<file path="src/sv/bra_pkg.sv">
// Shared types, constants and controller/datapath bundles for the bitmap run allocator.
// No dependencies; imported by every module of the block.
package bra_pkg;

  localparam int MAP_BYTES = 128;
  localparam int MAP_BITS  = MAP_BYTES * 8;
  localparam int WORD_W    = 16;
  localparam int SUB_W     = $clog2(WORD_W);
  localparam int MAP_WORDS = (MAP_BYTES + 1) / 2;
  localparam int WADDR_W   = (MAP_WORDS > 1) ? $clog2(MAP_WORDS) : 1;
  localparam int PTR_W     = $clog2(MAP_WORDS + 1);
  localparam int BITS_RAW  = $clog2(MAP_BITS + 1);
  localparam int BITS_W    = (BITS_RAW > WADDR_W + SUB_W) ? BITS_RAW : WADDR_W + SUB_W;
  localparam int BYTES_W   = $clog2(MAP_BYTES + 1);
  localparam int CNT_W     = 11;
  localparam int CMP_W     = (BITS_W > CNT_W) ? BITS_W : CNT_W;
  localparam int IDX_W     = 32;
  localparam int CFG_W     = 32;
  localparam int CFG_IDX_W = 1;

  localparam logic [1:0] OP_TEST = 2'd0;
  localparam logic [1:0] OP_SET  = 2'd1;
  localparam logic [1:0] OP_SCAN = 2'd2;

  localparam logic [1:0] ST_OK        = 2'd0;
  localparam logic [1:0] ST_NOT_FOUND = 2'd1;
  localparam logic [1:0] ST_RANGE     = 2'd2;

  localparam logic [CFG_IDX_W-1:0] REG_BASE_INDEX   = 1'b0;
  localparam logic [CFG_IDX_W-1:0] REG_BYTES_IN_USE = 1'b1;

  localparam logic [7:0] BYTES_IN_USE_RESET = 8'd128;

  typedef struct packed {
    logic [1:0]       operation;
    logic [IDX_W-1:0] bit_index;
    logic             set_value;
    logic [CNT_W-1:0] run_length;
  } item_t;

  typedef struct packed {
    logic [1:0]       status;
    logic             bit_state;
    logic [IDX_W-1:0] run_start;
  } result_t;

  typedef enum logic [2:0] {
    S_IDLE,
    S_DECODE,
    S_ACCESS,
    S_SCAN,
    S_FILL_RD,
    S_FILL_WR,
    S_FINISH
  } state_t;

  typedef struct packed {
    logic load;
    logic rd_item;
    logic wr_bit;
    logic scan_init;
    logic scan_step;
    logic fill_rd;
    logic fill_wr;
    logic finish;
  } cmd_t;

  typedef struct packed {
    logic [1:0] op;
    logic       in_range;
    logic       scan_trivial;
    logic       scan_done;
    logic       found;
    logic       fill_last;
  } stat_t;

endpackage

</file>
<file path="src/sv/bra_dpath.sv">
// Datapath: config registers, bitmap word memory, word-wide run scanner and fill logic.
// Depends on bra_pkg; driven by bra_ctrl through cmd_t / stat_t.
module bra_dpath (
  input  logic                             clk,
  input  logic                             rst,
  input  bra_pkg::item_t                   item,
  input  logic                             cfg_write,
  input  logic [bra_pkg::CFG_IDX_W-1:0]    cfg_index,
  input  logic [bra_pkg::CFG_W-1:0]        cfg_data,
  input  bra_pkg::cmd_t                    cmd,
  output bra_pkg::stat_t                   stat,
  output bra_pkg::result_t                 result,
  output logic                             done
);
  import bra_pkg::*;

  // config
  logic [IDX_W-1:0]   base_index;
  logic [7:0]         bytes_in_use;
  logic [BYTES_W-1:0] sat_bytes;
  logic [BITS_W-1:0]  total_bits;
  logic [BITS_W:0]    words_sum;
  logic [PTR_W-1:0]   nwords;

  // latched item
  logic [1:0]         op_q;
  logic [BITS_W-1:0]  pos_q;
  logic               in_range_q;
  logic               val_q;
  logic [CNT_W-1:0]   count_q;
  logic               trivial_q;
  logic [IDX_W-1:0]   rel;

  // memory
  logic [WORD_W-1:0]  mem [MAP_WORDS];
  logic               valid [MAP_WORDS];
  logic [WORD_W-1:0]  ram_q;
  logic               rvalid_q;
  logic [WORD_W-1:0]  rdata;
  logic               rd_en;
  logic [WADDR_W-1:0] raddr;
  logic               we;
  logic [WADDR_W-1:0] waddr;
  logic [WORD_W-1:0]  wdata;

  // scan
  logic [PTR_W-1:0]   scan_ptr;
  logic [WADDR_W-1:0] eval_word;
  logic               eval_pend;
  logic [CMP_W-1:0]   run;
  logic               scan_done;
  logic               found;
  logic [BITS_W-1:0]  first_q;
  logic               scan_rd;

  logic [BITS_W-1:0]  gbase;
  logic [WORD_W-1:0]  wm;
  logic [WORD_W-1:0]  allz;
  logic [SUB_W-1:0]   lastone [WORD_W];
  logic [CMP_W-1:0]   run_lane [WORD_W];
  logic [WORD_W-1:0]  hit;
  logic               any_hit;
  logic [SUB_W-1:0]   hit_idx;
  logic [BITS_W-1:0]  hit_first;

  // fill
  logic [WADDR_W-1:0] fill_ptr;
  logic [BITS_W-1:0]  last_pos;
  logic [WADDR_W-1:0] first_word;
  logic [WADDR_W-1:0] last_word;
  logic [SUB_W-1:0]   lo;
  logic [SUB_W-1:0]   hi;
  logic [WORD_W-1:0]  fill_mask;
  logic [SUB_W-1:0]   bsel;
  logic [WORD_W-1:0]  bit_mask;

  // result
  result_t            result_next;

  always_comb begin
    sat_bytes  = (32'(bytes_in_use) > MAP_BYTES) ? BYTES_W'(MAP_BYTES) : BYTES_W'(bytes_in_use);
    total_bits = BITS_W'({sat_bytes, 3'b000});
    words_sum  = {1'b0, total_bits} + (BITS_W+1)'(WORD_W - 1);
    nwords     = PTR_W'(words_sum >> SUB_W);
    rel        = item.bit_index - base_index;
  end

  always_ff @(posedge clk) begin
    if (rst) begin
      base_index   <= '0;
      bytes_in_use <= BYTES_IN_USE_RESET;
    end else if (cfg_write) begin
      case (cfg_index)
        REG_BASE_INDEX:   base_index   <= cfg_data;
        REG_BYTES_IN_USE: bytes_in_use <= cfg_data[7:0];
        default: ;
      endcase
    end
  end

  always_ff @(posedge clk) begin
    if (cmd.load) begin
      op_q       <= item.operation;
      pos_q      <= rel[BITS_W-1:0];
      in_range_q <= (item.bit_index >= base_index) && (rel < 32'(total_bits));
      val_q      <= item.set_value;
      count_q    <= item.run_length;
      trivial_q  <= (item.run_length == '0) || (total_bits == '0);
    end
  end

  // memory ports
  assign bsel     = pos_q[SUB_W-1:0];
  assign bit_mask = WORD_W'(1) << bsel;
  assign scan_rd  = cmd.scan_step && (scan_ptr < nwords);

  always_comb begin
    rd_en = cmd.rd_item || scan_rd || cmd.fill_rd;
    if (cmd.rd_item) begin
      raddr = pos_q[WADDR_W+SUB_W-1:SUB_W];
    end else if (cmd.fill_rd) begin
      raddr = fill_ptr;
    end else begin
      raddr = scan_ptr[WADDR_W-1:0];
    end
    we = cmd.wr_bit || cmd.fill_wr;
    if (cmd.wr_bit) begin
      waddr = pos_q[WADDR_W+SUB_W-1:SUB_W];
      wdata = val_q ? (rdata | bit_mask) : (rdata & ~bit_mask);
    end else begin
      waddr = fill_ptr;
      wdata = rdata | fill_mask;
    end
  end

  always_ff @(posedge clk) begin
    if (we) begin
      mem[waddr] <= wdata;
    end
    if (rd_en) begin
      ram_q <= mem[raddr];
    end
  end

  // never-written words read as zero
  always_ff @(posedge clk) begin
    if (rst) begin
      for (int i = 0; i < MAP_WORDS; i++) begin
        valid[i] <= 1'b0;
      end
      rvalid_q <= 1'b0;
    end else begin
      if (we) begin
        valid[waddr] <= 1'b1;
      end
      if (rd_en) begin
        rvalid_q <= valid[raddr];
      end
    end
  end

  assign rdata = rvalid_q ? ram_q : '0;

  // word evaluation: bits past the end of the map count as taken
  always_comb begin
    gbase = BITS_W'({eval_word, SUB_W'(0)});
    for (int j = 0; j < WORD_W; j++) begin
      wm[j] = rdata[j] | ((gbase + BITS_W'(j)) >= total_bits);
    end
    for (int j = 0; j < WORD_W; j++) begin
      allz[j]    = 1'b1;
      lastone[j] = '0;
      for (int k = 0; k < WORD_W; k++) begin
        if (k <= j && wm[k]) begin
          allz[j]    = 1'b0;
          lastone[j] = SUB_W'(k);
        end
      end
      run_lane[j] = allz[j] ? (run + CMP_W'(j + 1)) : (CMP_W'(j) - CMP_W'(lastone[j]));
      hit[j]      = run_lane[j] >= CMP_W'(count_q);
    end
    any_hit = |hit;
    hit_idx = '0;
    for (int j = WORD_W - 1; j >= 0; j--) begin
      if (hit[j]) begin
        hit_idx = SUB_W'(j);
      end
    end
    hit_first = BITS_W'((CMP_W+1)'(gbase) + (CMP_W+1)'(hit_idx) + (CMP_W+1)'(1)
                        - (CMP_W+1)'(count_q));
  end

  always_ff @(posedge clk) begin
    if (rst) begin
      eval_pend <= 1'b0;
      scan_done <= 1'b0;
      found     <= 1'b0;
    end else if (cmd.load) begin
      found <= 1'b0;
    end else if (cmd.scan_init) begin
      scan_ptr  <= '0;
      eval_pend <= 1'b0;
      run       <= '0;
      scan_done <= 1'b0;
      found     <= 1'b0;
    end else if (cmd.scan_step) begin
      if (scan_rd) begin
        scan_ptr  <= scan_ptr + PTR_W'(1);
        eval_word <= scan_ptr[WADDR_W-1:0];
      end
      eval_pend <= scan_rd;
      if (eval_pend) begin
        if (any_hit) begin
          found     <= 1'b1;
          scan_done <= 1'b1;
          first_q   <= hit_first;
          fill_ptr  <= hit_first[WADDR_W+SUB_W-1:SUB_W];
        end else begin
          run <= run_lane[WORD_W-1];
          if (PTR_W'(eval_word) + PTR_W'(1) == nwords) begin
            scan_done <= 1'b1;
          end
        end
      end
    end else if (cmd.fill_wr) begin
      fill_ptr <= fill_ptr + WADDR_W'(1);
    end
  end

  // fill mask for the word at fill_ptr
  always_comb begin
    last_pos   = BITS_W'(CMP_W'(first_q) + CMP_W'(count_q) - CMP_W'(1));
    first_word = first_q[WADDR_W+SUB_W-1:SUB_W];
    last_word  = last_pos[WADDR_W+SUB_W-1:SUB_W];
    lo         = (fill_ptr == first_word) ? first_q[SUB_W-1:0] : '0;
    hi         = (fill_ptr == last_word) ? last_pos[SUB_W-1:0] : SUB_W'(WORD_W - 1);
    fill_mask  = ({WORD_W{1'b1}} << lo) & ({WORD_W{1'b1}} >> (SUB_W'(WORD_W - 1) - hi));
  end

  always_comb begin
    stat.op           = op_q;
    stat.in_range     = in_range_q;
    stat.scan_trivial = trivial_q;
    stat.scan_done    = scan_done;
    stat.found        = found;
    stat.fill_last    = (fill_ptr == last_word);
  end

  // result register
  always_ff @(posedge clk) begin
    if (rst) begin
      done <= 1'b0;
    end else begin
      done <= cmd.finish;
    end
  end

  always_comb begin
    result_next        = '0;
    result_next.status = ST_OK;
    case (op_q)
      OP_TEST: begin
        if (in_range_q) begin
          result_next.bit_state = rdata[bsel];
        end else begin
          result_next.status = ST_RANGE;
        end
      end
      OP_SET: begin
        if (!in_range_q) begin
          result_next.status = ST_RANGE;
        end
      end
      OP_SCAN: begin
        if (found) begin
          result_next.run_start = base_index + IDX_W'(first_q);
        end else begin
          result_next.status = ST_NOT_FOUND;
        end
      end
      default: ;
    endcase
  end

  always_ff @(posedge clk) begin
    if (cmd.finish) begin
      result <= result_next;
    end
  end

endmodule

</file>
<file path="src/sv/bra_ctrl.sv">
// Controller state machine: sequences item decode, bit access, run scan and run fill.
// Depends on bra_pkg; commands bra_dpath through cmd_t / stat_t.
module bra_ctrl (
  input  logic           clk,
  input  logic           rst,
  input  logic           start,
  input  bra_pkg::stat_t stat,
  output bra_pkg::cmd_t  cmd,
  output logic           busy
);
  import bra_pkg::*;

  state_t state;
  state_t state_next;

  always_ff @(posedge clk) begin
    if (rst) begin
      state <= S_IDLE;
    end else begin
      state <= state_next;
    end
  end

  always_comb begin
    state_next = state;
    case (state)
      S_IDLE: begin
        if (start) state_next = S_DECODE;
      end
      S_DECODE: begin
        if (stat.op inside {OP_TEST, OP_SET}) begin
          state_next = stat.in_range ? S_ACCESS : S_FINISH;
        end else if (stat.op == OP_SCAN) begin
          state_next = stat.scan_trivial ? S_FINISH : S_SCAN;
        end else begin
          state_next = S_FINISH;
        end
      end
      S_ACCESS:  state_next = S_FINISH;
      S_SCAN: begin
        if (stat.scan_done) state_next = stat.found ? S_FILL_RD : S_FINISH;
      end
      S_FILL_RD: state_next = S_FILL_WR;
      S_FILL_WR: state_next = stat.fill_last ? S_FINISH : S_FILL_RD;
      S_FINISH:  state_next = S_IDLE;
      default:   state_next = S_IDLE;
    endcase
  end

  always_comb begin
    cmd  = '0;
    busy = (state != S_IDLE);
    case (state)
      S_IDLE:    cmd.load = start;
      S_DECODE: begin
        cmd.rd_item   = (stat.op inside {OP_TEST, OP_SET}) && stat.in_range;
        cmd.scan_init = (stat.op == OP_SCAN) && !stat.scan_trivial;
      end
      S_ACCESS:  cmd.wr_bit = (stat.op == OP_SET);
      S_SCAN:    cmd.scan_step = !stat.scan_done;
      S_FILL_RD: cmd.fill_rd = 1'b1;
      S_FILL_WR: cmd.fill_wr = 1'b1;
      S_FINISH:  cmd.finish = 1'b1;
      default: ;
    endcase
  end

endmodule

</file>
<file path="src/sv/bitmap_run_allocator.sv">
// Top level of the bitmap run allocator: controller plus datapath.
// Depends on bra_pkg, bra_ctrl and bra_dpath.
//
// Pulse start while busy is low to hand in one beat; start is ignored while busy.
// Every beat yields exactly one result, shown on result for the single cycle in
// which done is high; the receiver cannot stall it. Test and set pass through
// decode, access and finish; out-of-range accesses, unused opcodes and trivially
// failing scans go from decode straight to finish. A scan reads the 16-bit map
// words (up to 64) one per cycle through the registered memory read port, and
// each word that the found run spans then gets a read-modify-write pass.
// Configuration is written through cfg_write / cfg_index / cfg_data; the user is
// to do so only while the block is idle, which the block itself does not enforce.
module bitmap_run_allocator (
  input  logic                          clk,
  input  logic                          rst,
  input  logic                          start,
  input  bra_pkg::item_t                item,
  output logic                          busy,
  output logic                          done,
  output bra_pkg::result_t              result,
  input  logic                          cfg_write,
  input  logic [bra_pkg::CFG_IDX_W-1:0] cfg_index,
  input  logic [bra_pkg::CFG_W-1:0]     cfg_data
);
  import bra_pkg::*;

  cmd_t  cmd;
  stat_t stat;

  bra_ctrl u_ctrl (
    .clk   (clk),
    .rst   (rst),
    .start (start),
    .stat  (stat),
    .cmd   (cmd),
    .busy  (busy)
  );

  bra_dpath u_dpath (
    .clk       (clk),
    .rst       (rst),
    .item      (item),
    .cfg_write (cfg_write),
    .cfg_index (cfg_index),
    .cfg_data  (cfg_data),
    .cmd       (cmd),
    .stat      (stat),
    .result    (result),
    .done      (done)
  );

endmodule

</file>
<file path="config.mk">
export PLATFORM = sky130hd
export DESIGN_NAME = bitmap_run_allocator
export DESIGN_NICKNAME = d
export VERILOG_FILES = /design/src/sv/bra_pkg.sv /design/src/sv/bra_dpath.sv /design/src/sv/bra_ctrl.sv /design/src/sv/bitmap_run_allocator.sv
export SDC_FILE = /design/constraint.sdc
export NUM_CORES = 2
export LEC_CHECK = 0
export BUFFER_PORTS_ARGS = -buffer_cell sky130_fd_sc_hd__buf_2
export CORE_UTILIZATION = 46
export DETAILED_ROUTE_END_ITERATION = 12
export HOLD_SLACK_MARGIN = 0.1
export PLACE_DENSITY = 0.68
export SKIP_LAST_GASP = 1
export SYNTH_ARGS = -nofsm -noshare
export SYNTH_HDL_FRONTEND = slang
export SYNTH_SLANG_ARGS = --single-unit
</file>
<file path="constraint.sdc">
create_clock -name clk -period 11.15 [get_ports clk]
set_input_delay 1.115 -clock clk [delete_from_list [all_inputs] [get_ports clk]]
set_output_delay 1.115 -clock clk [all_outputs]
set_load 0.02 [all_outputs]
</file>
==> impl_metrics.py <==
metrics = {
    "power": {
        "ir_drop_uv": 170,
        "p_per_area_nw_per_um2": 211,
        "p_leak_nw": 22.9,
    },
    "cells_and_area": {
        "fin_nets": 4858,
        "layout_common_cells": "edfxtp_1, nor2_1, ha_1",
        "final_util": 0.518,
        "final_common_cell": "edfxtp_1",
        "area_delta_synth_final_pct": 11.3,
        "drive_above_1_share": 0.164,
    },
    "timing": {
        "setup_tns_ns": 0,
        "worst_pin_slew_ns": 1.17,
        "setup_viol": 0,
        "fin_crit_sh": 0.855,
        "fmax_mhz": 105,
        "maxSlewViolCount": 0,
        "finalHoldViolations": 0,
        "rsz0062_at_grt": "false",
        "final.setup_skew_ns": 0.0860,
        "period_needed_ns": 9.54,
        "slew_headroom": 0.218,
    },
    "routing": {
        "first_pass_iters": 6,
        "vias_per_cell": 5.98,
        "dr.first_iter.drc_count": 4012,
        "drtAntennaViolNets": 0,
        "wl_mm": 160,
        "wl_per_cell_um": 25.4,
        "vias": 37765,
        "drc": 0,
    },
    "logic_synthesis": {
        "synth_top_family_by_area": "multiplexers",
        "synth-compound-area-share": 0.0957,
        "synth-seq-area-share": 0.605,
        "synthesis.area_sq_um": 60400,
        "synth_cells": 4342,
        "muxShareOfSynthArea": 0.104,
        "synth_edf_count": 1142,
        "yosys-top-cells-area": "edfxtp_1, mux4_2, ha_1",
        "synth_top_area_frac": 0.568,
        "synth-seq-cells": 1254,
        "synthAdderAreaFrac": 0.0648,
        "synth.avg_cell_area_sq_um": 13.9,
        "synth_top_cell_by_area": "edfxtp_1",
        "synthXorXnorAreaFrac": 0.0296,
        "yosys.area_share.simple": 0.0770,
        "synthDistinctLibCells": 84,
        "ys_warn_count": 0,
        "ys.flop_type": "edfxtp_1",
        "syn_nets": 4735,
        "synth-async-reset-ratio": 0,
    },
    "worst_setup_path": {
        "cp_top_family": "simple AND/OR/NAND/NOR gates",
        "crit_top_cell": "a21o_1",
        "cpPeakStageDelay_ns": 0.85,
        "criticalPathCategory": "reg2reg",
        "cp-start-kind": "flop",
        "rrSetupSlack_ns": 1.61,
        "critPathSlowestCell": "or4_1",
        "crit_buf_inv": 1,
        "critPathMaxFanout": 15,
        "worstPathArrival_ns": 10.03,
        "crit_required_ns": 11.64,
        "worst_setup_path_end_kind": "flop",
    },
    "floorplanning": {
        "dieArea_sq_um": 133000,
        "core_sq_um": 130000,
        "rows": 132,
        "start_util": 0.465,
        "io_pins": 120,
        "chipWidth_um": 364,
        "die_y_um": 364,
    },
    "global_routing": {
        "grt_max_degree": 121,
        "antenna_found_initial": 5,
        "track_usage": 0.243,
        "gr-total-overflow": 0,
        "grt_pass1_vias": 37477,
        "grt_pass1_wl_mm": 240,
    },
    "cts": {
        "numCtsBuffers": 119,
        "h-tree-depth": 3,
        "ctsResizeCount": 0,
        "post_cts_buffers": 0,
        "root_buffer": "clkbuf_16",
        "clock_latency_ns": 0.75,
        "clock_sinks": 1254,
        "cts_tree": "built",
        "ctsHoldBuffers": 0,
        "clk_pin_slew_ns": 0.07,
        "cts_buffer_depth": 3,
    },
    "run": {
        "drv_cap": 0,
    },
    "place": {
        "dp_hpwl_mm": 102,
        "portBuffers": 119,
        "gp_congestion": 0.960,
    },
    "hold_path": {
        "min_path_type": "reg2reg",
    },
    "outcome": {
        "status": "finished clean",
    },
}
## worst reg2reg max path: cells and delay by family (launching register included)
| family | cells | cell delay (ns) |
|---|---|---|
| simple gates | 12 | 4.22 |
| compound gates | 14 | 3.01 |
| fa+ha+maj | 4 | 1.14 |
| flops | 1 | 0.59 |
| buf+inv | 1 | 0.22 |
| xor+xnor | 1 | 0.10 |
## cells in the mapped netlist, types with 15 or more instances
cell / count
a21boi_1: 16
o21ai_1: 34
nor3_1: 50
and3_1: 15
nand3_1: 90
nand2_1: 298
nor2_1: 357
o21ai_0: 113
and2_1: 19
o211ai_1: 16
xor2_1: 82
nand2b_1: 39
inv_1: 148
edfxtp_1: 1142
dfxtp_1: 112
a211oi_1: 31
a22oi_1: 130
buf_2: 24
a31oi_1: 16
o21a_1: 78
mux4_2: 260
clkbuf_1: 140
a21oi_1: 261
ha_1: 305
buf_1: 31
nand4_1: 27
mux2i_1: 31
xnor2_1: 122
a21o_1: 71
nor2b_1: 49
## final cells by class
| cell class | instances | area [sq um] |
|---|---|---|
| diodes | 3 | 7.51 |
| clock buffers | 156 | 3300 |
| clock inverters | 67 | 607 |
| fillers | 10801 | 62600 |
| inverters | 149 | 559 |
| multi-input cells | 2728 | 22700 |
| flip-flops and latches | 1254 | 36500 |
| well taps | 1742 | 2180 |
| repair buffers | 213 | 1330 |
## cell families (layout without fill, tap and decap cells)
group / Yosys count / in the layout
DFF: 1254 / 1254
xor gates and xnor gates: 204 / 204
AOI/OAI and AO/OA: 894 / 894
other: 0 / 3
and+or+nand+nor: 1021 / 1021
buffers and inverters: 360 / 585
muxes: 299 / 299
adders and majority gates: 310 / 310
## per-layer routing
layer,share of wire,vias up,global-route usage
met5,0.000081,-,0
met1,0.41,18836,0.333
met3,0.076,331,0.0372
met4,0.038,2,0.0914
met2,0.47,1627,0.392
li1,-,16969,-
## path summary, 6_finish.rpt
| path | from | endpoint | cells after the start |
|---|---|---|---|
| setup / recovery | u_dpath.bytes_in_use[7] | u_dpath.fill_ptr[5] | 32 |
| hold / removal | u_dpath.base_index[31] | u_dpath.base_index[31] | 2 |
| setup reg to reg | u_dpath.bytes_in_use[7] | u_dpath.fill_ptr[5] | 32 |
| hold reg to reg | u_dpath.base_index[31] | u_dpath.base_index[31] | 2 |
## stage by stage
stage / std cells / power, W / instance area (sq um) / hold slack, ns / worst slack, ns
after floorplan: 4342 / 0.00882 / 60400 / 0.433 / 4.27
after global placement: 6086 / 0.0101 / 63300 / 0.440 / 1.81
after detailed placement: 6086 / 0.0102 / 63300 / 0.447 / 1.64
after CTS: 6309 / 0.0142 / 67200 / 0.459 / 1.61
after global routing: 6312 / 0.0149 / 67200 / 0.473 / 0.972
final: 6312 / 0.0142 / 67200 / 0.460 / 1.61
## power by group
group          switching, W  leakage, nW  internal [W]
Sequential         0.000123         10.9       0.00547
Combinational       0.00285         10.0       0.00173
Clock               0.00179         1.92       0.00224
## registers in the layout, indices dropped and copies added, names as in the netlist
register	flops
u_dpath.mem	1024
u_dpath.valid	64
u_dpath.result	35
u_dpath.base_index	32
u_dpath.ram_q	16
u_dpath.count_q	11
u_dpath.first_q	11
u_dpath.run	11
u_dpath.pos_q	10
u_dpath.bytes_in_use	8
u_dpath.scan_ptr	7
u_dpath.eval_word	6
u_dpath.fill_ptr	6
u_ctrl.state	3
u_dpath.op_q	2
u_dpath.done	1
u_dpath.eval_pend	1
u_dpath.found	1
u_dpath.in_range_q	1
u_dpath.rvalid_q	1
u_dpath.scan_done	1
u_dpath.trivial_q	1
u_dpath.val_q	1
No activity file was read; power rests on OpenSTA's default activity.
